**src/rtl/core/scfr_pkg.sv**
```systemverilog
// package for the serial command frame receiver
// holds header codes, limits, state encoding and the result beat layout
// no dependencies
package scfr_pkg;

  localparam int RX_BYTE_W  = 8;
  localparam int OUT_DATA_W = 40;

  localparam logic [7:0] HDR_A = 8'hAA;
  localparam logic [7:0] HDR_B = 8'hBB;
  localparam logic [7:0] HDR_C = 8'hCC;

  localparam logic [8:0] PAYLOAD_BYTES = 9'd3;
  localparam logic [7:0] RAW_CAPACITY  = 8'd128;

  localparam logic [8:0] TEMP_OFFSET = 9'd15;
  localparam logic [7:0] TEMP_MIN    = 8'd2;
  localparam logic [7:0] WIND_LIMIT  = 8'd5;
  localparam logic [7:0] MODE_LIMIT  = 8'd4;

  typedef enum logic [1:0] {
    HUNT_A   = 2'd0,
    EXPECT_B = 2'd1,
    EXPECT_C = 2'd2,
    PAYLOAD  = 2'd3
  } hdr_state_t;

  typedef struct packed {
    logic       raw_full;
    logic [7:0] raw_byte;
    logic [6:0] raw_index;
    logic       raw_valid;
    logic [1:0] op_mode;
    logic       mode_valid;
    logic [2:0] wind_speed;
    logic       wind_valid;
    logic [8:0] temperature;
    logic       temp_valid;
    logic       in_frame;
  } result_t;

  localparam int RESULT_W = $bits(result_t);

endpackage

```
**src/rtl/core/serial_command_frame_receiver.sv**
```systemverilog
// serial command frame receiver top level
// per-beat header hunt, payload capture and raw capture, with output skid stage
// depends on scfr_pkg
//
// usage:
//   s_* channel takes one received byte per beat: tdata = rx_byte, tuser = rx_error.
//   errored bytes change no state and give a beat in which only in_frame may be set.
//   m_* channel gives exactly one result beat per input beat, in order.
//   cfg_* channel writes raw_capture (1 raw capture, 0 frame parsing) and clears
//   the byte count; write it only while no beat is in flight. cfg_ready is
//   always high.
//   results: each result is computed combinationally from the beat and the state
//   registers and is registered in the result register, or in the skid register
//   while the output stalls; throughput: one beat per cycle while m_tready is high.
//   stalls: when m_tready is low the result register holds, one more beat is
//   taken into a skid register, then s_tready drops until the output drains.
//   reset: rst (synchronous, active high) clears the mode, header state,
//   byte count, frame flag and both valid flags; payload bytes are not reset.
module serial_command_frame_receiver (
  input  logic                                 clk,
  input  logic                                 rst,
  input  logic                                 s_tvalid,
  output logic                                 s_tready,
  input  logic [scfr_pkg::RX_BYTE_W-1:0]       s_tdata,  // rx_byte
  input  logic                                 s_tuser,  // rx_error
  output logic                                 m_tvalid,
  input  logic                                 m_tready,
  // in_frame, temp_valid, temperature[8:0], wind_valid, wind_speed[2:0],
  // mode_valid, op_mode[1:0], raw_valid, raw_index[6:0], raw_byte[7:0],
  // raw_full, zero fill
  output logic [scfr_pkg::OUT_DATA_W-1:0]      m_tdata,
  input  logic                                 cfg_valid,
  output logic                                 cfg_ready,
  input  logic                                 cfg_data   // raw_capture
);
  import scfr_pkg::*;

  logic       raw_capture;
  hdr_state_t header_state, header_state_next;
  logic [7:0] byte_count, byte_count_next;
  logic       frame_flag, frame_flag_next;
  logic [7:0] payload_store [2];
  logic       store_en;

  result_t    res_next;
  result_t    out_res;
  result_t    skid_res;
  logic       skid_valid;
  logic       accept;
  logic       out_free;
  logic [8:0] count_inc;

  assign cfg_ready = 1'b1;
  assign s_tready  = !skid_valid;
  assign accept    = s_tvalid && s_tready;
  assign out_free  = !m_tvalid || m_tready;
  assign count_inc = {1'b0, byte_count} + 9'd1;
  assign m_tdata   = {{(OUT_DATA_W - RESULT_W){1'b0}}, out_res};

  always_comb begin
    header_state_next = header_state;
    byte_count_next   = byte_count;
    frame_flag_next   = frame_flag;
    store_en          = 1'b0;
    res_next          = '0;
    if (!s_tuser) begin
      if (raw_capture) begin
        if (byte_count >= RAW_CAPACITY) begin
          res_next.raw_full = 1'b1;
        end else begin
          res_next.raw_valid = 1'b1;
          res_next.raw_index = byte_count[6:0];
          res_next.raw_byte  = s_tdata;
          byte_count_next    = count_inc[7:0];
        end
      end else begin
        unique case (header_state)
          HUNT_A: begin
            if (s_tdata == HDR_A) begin
              header_state_next = EXPECT_B;
              byte_count_next   = '0;
              frame_flag_next   = 1'b1;
            end
          end
          EXPECT_B: begin
            if (s_tdata == HDR_B) begin
              header_state_next = EXPECT_C;
            end else begin
              header_state_next = HUNT_A;
              frame_flag_next   = 1'b0;
            end
          end
          EXPECT_C: begin
            if (s_tdata == HDR_C) begin
              header_state_next = PAYLOAD;
            end else begin
              header_state_next = HUNT_A;
              frame_flag_next   = 1'b0;
            end
          end
          PAYLOAD: begin
            if (count_inc >= PAYLOAD_BYTES) begin
              if (payload_store[0] > TEMP_MIN) begin
                res_next.temp_valid  = 1'b1;
                res_next.temperature = {1'b0, payload_store[0]} + TEMP_OFFSET;
              end
              if (payload_store[1] < WIND_LIMIT) begin
                res_next.wind_valid = 1'b1;
                res_next.wind_speed = payload_store[1][2:0];
              end
              if (s_tdata < MODE_LIMIT) begin
                res_next.mode_valid = 1'b1;
                res_next.op_mode    = s_tdata[1:0];
              end
              frame_flag_next   = 1'b0;
              header_state_next = HUNT_A;
              byte_count_next   = '0;
            end else begin
              store_en        = (byte_count < 8'd2);
              byte_count_next = count_inc[7:0];
            end
          end
          default: header_state_next = HUNT_A;
        endcase
      end
    end
    res_next.in_frame = frame_flag_next;
  end

  always_ff @(posedge clk) begin
    if (rst) begin
      raw_capture  <= 1'b0;
      header_state <= HUNT_A;
      byte_count   <= '0;
      frame_flag   <= 1'b0;
    end else if (cfg_valid && cfg_ready) begin
      raw_capture <= cfg_data;
      byte_count  <= '0;
    end else if (accept) begin
      header_state <= header_state_next;
      byte_count   <= byte_count_next;
      frame_flag   <= frame_flag_next;
    end
  end

  always_ff @(posedge clk) begin
    if (accept && store_en) begin
      payload_store[byte_count[0]] <= s_tdata;
    end
  end

  always_ff @(posedge clk) begin
    if (rst) begin
      m_tvalid   <= 1'b0;
      skid_valid <= 1'b0;
    end else if (out_free) begin
      m_tvalid   <= skid_valid || accept;
      skid_valid <= 1'b0;
    end else if (accept) begin
      skid_valid <= 1'b1;
    end
  end

  always_ff @(posedge clk) begin
    if (out_free) begin
      if (skid_valid) begin
        out_res <= skid_res;
      end else if (accept) begin
        out_res <= res_next;
      end
    end else if (accept) begin
      skid_res <= res_next;
    end
  end

endmodule

```
**config.mk**
```make
export PLATFORM = sky130hd
export DESIGN_NAME = serial_command_frame_receiver
export DESIGN_NICKNAME = d
export VERILOG_FILES = /design/src/rtl/core/scfr_pkg.sv /design/src/rtl/core/serial_command_frame_receiver.sv
export SDC_FILE = /design/constraint.sdc
export NUM_CORES = 1
export LEC_CHECK = 0
export BUFFER_PORTS_ARGS = -buffer_cell sky130_fd_sc_hd__buf_2
export CORE_MARGIN = 2
export CORE_UTILIZATION = 50
export DETAILED_ROUTE_END_ITERATION = 8
export HOLD_SLACK_MARGIN = 0.05
export PLACE_DENSITY = 0.75
export REMOVE_ABC_BUFFERS = 1
export SYNTH_ARGS = -nofsm -noshare
export SYNTH_HDL_FRONTEND = slang
export SYNTH_SLANG_ARGS = --single-unit
export TNS_END_PERCENT = 5
```
**constraint.sdc**
```tcl
create_clock -name clk -period 4.5 [get_ports clk]
set_input_delay 0.675 -clock clk [delete_from_list [all_inputs] [get_ports clk]]
set_output_delay 0.675 -clock clk [all_outputs]
set_load 0.05 [all_outputs]
```
==> results of run 1 <==
## worst max-delay path: cells and delay by family, from the launching register on
family                   cells  cell delay [ns]
AND/OR/NAND/NOR              5             1.47
flip-flops                   1             0.46
adder cells (fa/ha/maj)      1             0.22
buffers and inverters        1             0.15
## power by group through the flow
stage / clock network [uW] / logic [uW] / registers (uW)
6_report: 527 / 160 / 1040
5_1_grt: 573 / 169 / 1040
4_1_cts: 538 / 161 / 1040
3_5_place_dp: 0 / 161 / 1060
3_3_place_gp: 0 / 160 / 1060
2_1_floorplan: 0 / 45.0 / 1130
## how the worst min path moves through the flow
stage                 startpoint     endpoint  slack, ns  cells after the start
finish              skid_res[15]  m_tdata[15]       0.52                      2
global route            cfg_data  raw_capture       0.54                      3
CTS                 skid_res[15]  m_tdata[15]       0.53                      2
detailed placement  skid_res[15]  m_tdata[15]       0.50                      2
global placement     skid_res[6]   m_tdata[6]       0.50                      2
floorplan           skid_res[15]  m_tdata[15]       0.49                      2
## cell families after synthesis
| family | share of synthesized area |
|---|---|
| simple gates | 0.163 |
| flops | 0.631 |
| compound gates | 0.0788 |
| buf+inv | 0.0400 |
| mux | 0.0499 |
| fa+ha+maj | 0.0248 |
| xor+xnor | 0.0116 |
| other cells | 0.00165 |
## metrics by stage
step	instances	worst slack, ns	area (um2)	power, uW
6_report	509	1.83	5030	1720
5_1_grt	509	1.67	5030	1780
4_1_cts	509	1.86	5030	1740
3_5_place_dp	493	1.89	4850	1220
3_3_place_gp	493	1.96	4850	1220
2_1_floorplan	329	1.42	4410	1170
## cell usage in the layout (no fill, tap or decap), drive strengths merged, types with 3 or more instances in the layout
cell type and n:
nor2b 3, and2 21, edfxtp 86, clkbuf 10, mux2 18, a31o 3
buf 56, nand2 28, nand3 8, dfxtp 14, conb 6, nor3 9
o21ai 8, xor2 3, ha 9, nor4 7, and3 3, xnor2 3
nor3b 3, a21oi 3, inv 12, a22o 5, nor2 31, o31ai 11
## per-layer routing
metal,track usage,wire [um],vias to the layer above
met5,0,0,-
met2,0.292,3980,72
met3,0.0288,305,16
met4,0.0759,195,0
li1,-,-,1372
met1,0.223,3750,1401
## flip-flops by register name, indices dropped and copies added (netlist names)
signal	flops
m_tdata	35
skid_res	35
payload_store	16
byte_count	8
header_state	2
frame_flag	1
m_tvalid	1
raw_capture	1
skid_valid	1
## area by class of cell
cell class	count	area, um2	share of cell area
multi-input combinational	219	1530	0.303
sequential	100	2860	0.569
tap	108	135	0.0269
clock inverter	6	46.3	0.00921
inverter	10	37.5	0.00747
clock buffer	10	128	0.0254
timing repair buffer	56	293	0.0582
==> out/qor.csv, run 1 <==
metric;value;unit
layout overhead on the synthesized area;10.7;%
Fin Setup TNS;0;ns
Post-DRT Antenna Nets;0;
crit end category;register;
Post-synth top cells;edfxtp_1 (86), nor2_1 (31), nand2_1 (28), and2_1 (20), mux2_2 (17);
critical path startpoint;byte_count[0];
final setup skew;0.00930;ns
crit-path cells;inv_1 > ha_1 > or4_4 > nor2_1 > and3_1 > nand4_1 > nor2_1;
most frequent CP cell;nor2_1;
Post-synth EDFFs;86;
Post-Route Utilization;0.574;
crit-path max cell delay;0.56;ns
critical path data arrival time;2.67;ns
number of post-CTS setup repair buffers;0;
post-DP HPWL;5700;um
worst slew pin tran;0.866;ns
Primary FF master, synth;edfxtp_1;
die height;99.3;um
required time of the worst setup path;4.50;ns
area leader, netlist;edfxtp_1;
DRT Wirelength;8230;um
# setup viols final;0;
GRT overflow;0;
top cell type's share of synthesized area;0.569;
Crit-path slowest cell;nor2_1;
share of layout cells above drive strength 1;0.279;
vias in the first global route;2763;
Fin. Hold Viols;0;
CTS Hold Bufs;0;
I/O Buffers;51;
CP Capture Point;payload_store[1][2];
crit-path max FO;8;
reg2reg path depth;7;
worst skew pair latency;0.36;ns
total iterations of the first detailed-routing run;6;
total CTS buffers;9;
Startpoint Class;register;
fill cell count;729;
Die X;99.3;um
clk buf depth;2;
WS Path Type;register to register;
post-synthesis instance area;0.00454;mm2
Mean Syn Cell Area;13.2;um2
global-route wire length before repair;13400;um
final slew viol count;0;
leak pwr;0.00188;uW
CTS tree;yes;
synthesis warning total;0;
Worst Hold Slack;0.524;ns
Final Cycle Share;0.594;
minimum clock period;2.67;ns
switching pwr;455;uW
H-tree depth;3;
power share of the clock group;0.306;
Sink Count;100;
DRC viols;0;
WL/cell;16.2;um
RSZ-0062 raised after global routing;false;
Worst slew margin;0.422;
IO Pins;58;
Synth Register Bits;100;
FMAX;374;MHz
Vias/cell;5.62;
Worst R2R End;payload_store[1][2];
reg2reg setup slack;1.83;ns
Vias;2861;
Post-CTS Resized;0;
largest net degree at the start of global routing;28;
fin nets;420;
Peak VDD IR;0.150;mV
die area;0.00986;mm2
num rows;34;
initial antenna violation count;0;
ys async rst share;0;
internal power;1270;uW
most common cell in the netlist;edfxtp_1;
Comb pwr share;0.093;
sw frac;0.264;
CTS clock-pin slew for the worst setup and hold paths;0.09;ns
library cells used by synthesis;63;
top post-synthesis cells by area;edfxtp_1 (57%), dfxtp_1 (6.2%), mux2_2 (4.2%), and2_1 (2.8%), nor2_1 (2.6%);
root buffer cell;clkbuf_8;
Ant. Diodes;0;
GPL Wtd Cong;0.895;
sequential share of the synthesized area;0.631;
Total GRT Usage;0.173;
Syn Inst Count;345;
R2R Path Start;byte_count[0];
pwr dens;343;mW/mm2
core area;0.00876;mm2
starting density of the core;0.518;
status;completed;
DRT iter0 DRCs;138;
Seq pwr share;0.602;
Hold Crit Class;register to register;
maxcap violations;0;
(Power assumes the default switching activity.)
==> run 2: changes to the inputs <==
==> constraint.sdc (replaced) <==
create_clock -name clk -period 2.7 [get_ports clk]
set_input_delay 0.405 -clock clk [delete_from_list [all_inputs] [get_ports clk]]
set_output_delay 0.405 -clock clk [all_outputs]
set_load 0.05 [all_outputs]
==> out/qor.csv, run 2 (synthesized netlist as in run 1, its figures left out) <==
metric;value;unit;change
Fin Setup TNS;0;ns;unchanged
WL/cell;16.0;um;-0.94%
final worst setup slack;0.137;ns;-1.69 ns
critical path data arrival time;2.68;ns;about the same
GRT overflow;0;;unchanged
Peak VDD IR;0.245;mV;+63%
total iterations of the first detailed-routing run;4;;-2
Crit-path slowest cell;dfxtp_1;;
global-route wire length before repair;13400;um;+0.31%
most frequent cells in the layout;edfxtp_1 (86), buf_2 (51), nor2_1 (30);;
status;completed;;
minimum clock period;2.56;ns;-0.110 ns
CTS Hold Bufs;0;;unchanged
commonest non-fill, non-tap cell in the layout;edfxtp_1;;
Sink Count;100;;unchanged
final setup skew;0.00571;ns;-0.00359 ns
Vias;2825;;-1.3%
starting density of the core;0.518;;unchanged
initial antenna violation count;0;;unchanged
num rows;34;;unchanged
worst slew pin tran;0.711;ns;-0.154 ns
CTS tree;yes;;
core area;0.00876;mm2;unchanged
crit-path cells;inv_1 > ha_1 > or4_4 > nor4_4 > a21oi_1 > and4b_2 > mux2_4;;
crit-path max cell delay;0.44;ns;-0.12 ns
DRT Wirelength;8200;um;-0.35%
H-tree depth;3;;unchanged
Die X;99.3;um;unchanged
pwr dens;577;mW/mm2;+68%
Hold Crit Class;input pin to register;;
die height;99.3;um;unchanged
leak pwr;0.00191;uW;+1.6%
required time of the worst setup path;2.82;ns;-1.68 ns
Final Cycle Share;0.949;;+0.355
layout overhead on the synthesized area;12.0;%;
post-DP HPWL;5610;um;-1.5%
Final Non-Filler Cells;512;;+0.59%
placed insts;497;;+0.81%
DRC viols;0;;unchanged
fin nets;424;;+0.95%
maxcap violations;0;;unchanged
I/O Buffers;51;;unchanged
# setup viols final;0;;unchanged
Startpoint Class;register;;
GPL Wtd Cong;0.932;;+4.1%
number of post-CTS setup repair buffers;0;;unchanged
DP Worst Slack;0.149;ns;-1.74 ns
DRT iter0 DRCs;126;;-8.7%
WS Path Type;register to register;;
CTS clock-pin slew for the worst setup and hold paths;0.09;ns;about the same
RSZ-0062 raised after global routing;false;;
FMAX;390;MHz;+4.3%
Vias/cell;5.52;;-1.8%
die area;0.00986;mm2;unchanged
Worst slew margin;0.523;;+0.100
crit-path max FO;8;;unchanged
share of layout cells above drive strength 1;0.285;;+0.00535
vias in the first global route;2730;;-1.2%
root buffer cell;clkbuf_8;;
final slew viol count;0;;unchanged
Post-DRT Antenna Nets;0;;unchanged
Post-Route Utilization;0.580;;+0.00628
clk buf depth;2;;unchanged
total CTS buffers;9;;unchanged
Fin. Hold Viols;0;;unchanged
largest net degree at the start of global routing;33;;+18%
IO Pins;58;;unchanged
worst skew pair latency;0.36;ns;about the same
Total GRT Usage;0.174;;+0.000643
crit end category;register;;
Ant. Diodes;0;;unchanged
-- run 2: cell count changes in the layout (fill, tap and decap cells not counted) --
| cell | delta |
|---|---|
| nor3_2 | -1 |
| clkinv_4 | +1 |
| and4b_1 | -1 |
| inv_6 | -2 |
| clkinv_2 | -1 |
| buf_12 | +1 |
| bufinv_16 | +1 |
| buf_4 | +3 |
| nor3_1 | +1 |
| and4b_2 | +1 |
-- run 2: stage by stage --
step                      power (uW)  hold WS, ns  area (um2)
final                           2930        0.278        5080
after global routing            3030        0.287        5080
after CTS                       2950        0.270        5080
after detailed placement        2040        0.511        4890
after global placement          2040        0.503        4890
after floorplan                 1960        0.474        4410
-- run 2: worst max-delay path, delay by kind of cell, from the launching register on --
kind / cells / cell delay, ns
muxes: 1 / 0.27
buffers and inverters: 1 / 0.14
AOI/OAI and AO/OA: 1 / 0.17
DFF: 1 / 0.44
adders and majority gates: 1 / 0.21
and+or+nand+nor: 3 / 1.10
-- run 2: metal layers --
metal / vias to the layer above / routed length (um) / track usage / share of wire
met5: - / 0 / 0 / 0
met4: 0 / 129 / 0.0611 / 0.016
met3: 12 / 371 / 0.0408 / 0.045
met2: 72 / 4000 / 0.292 / 0.49
met1: 1366 / 3710 / 0.223 / 0.45
li1: 1375 / - / - / -
-- run 2: power breakdown --
part / internal (uW) / switching, uW
sequential: 1720 / 12.0
combinational: 57.9 / 214
clock: 429 / 506
total: 2200 / 733
-- run 2: worst paths after layout --
kind	startpoint	end	slack, ns	cells after the start
hold reg to reg	skid_res[10]	m_tdata[10]	0.53	2
setup reg to reg	byte_count[0]	m_tdata[11]	0.14	7
setup / recovery	byte_count[0]	m_tdata[11]	0.14	7
hold / removal	cfg_data	raw_capture	0.28	3
-- run 2: timing repair --
item,in CTS,in global routing
resized for setup,0,1
endpoints found under the hold margin,0,0
endpoints found under the setup margin,0,1
-- run 2: area by class of cell --
type	count	area, um2
inverters	10	37.5
multi-input cells	219	1520
repair buffers	60	335
fillers	713	3680
flip-flops and latches	100	2860
clock inverters	5	62.6
well taps	108	135
clock buffers	10	128
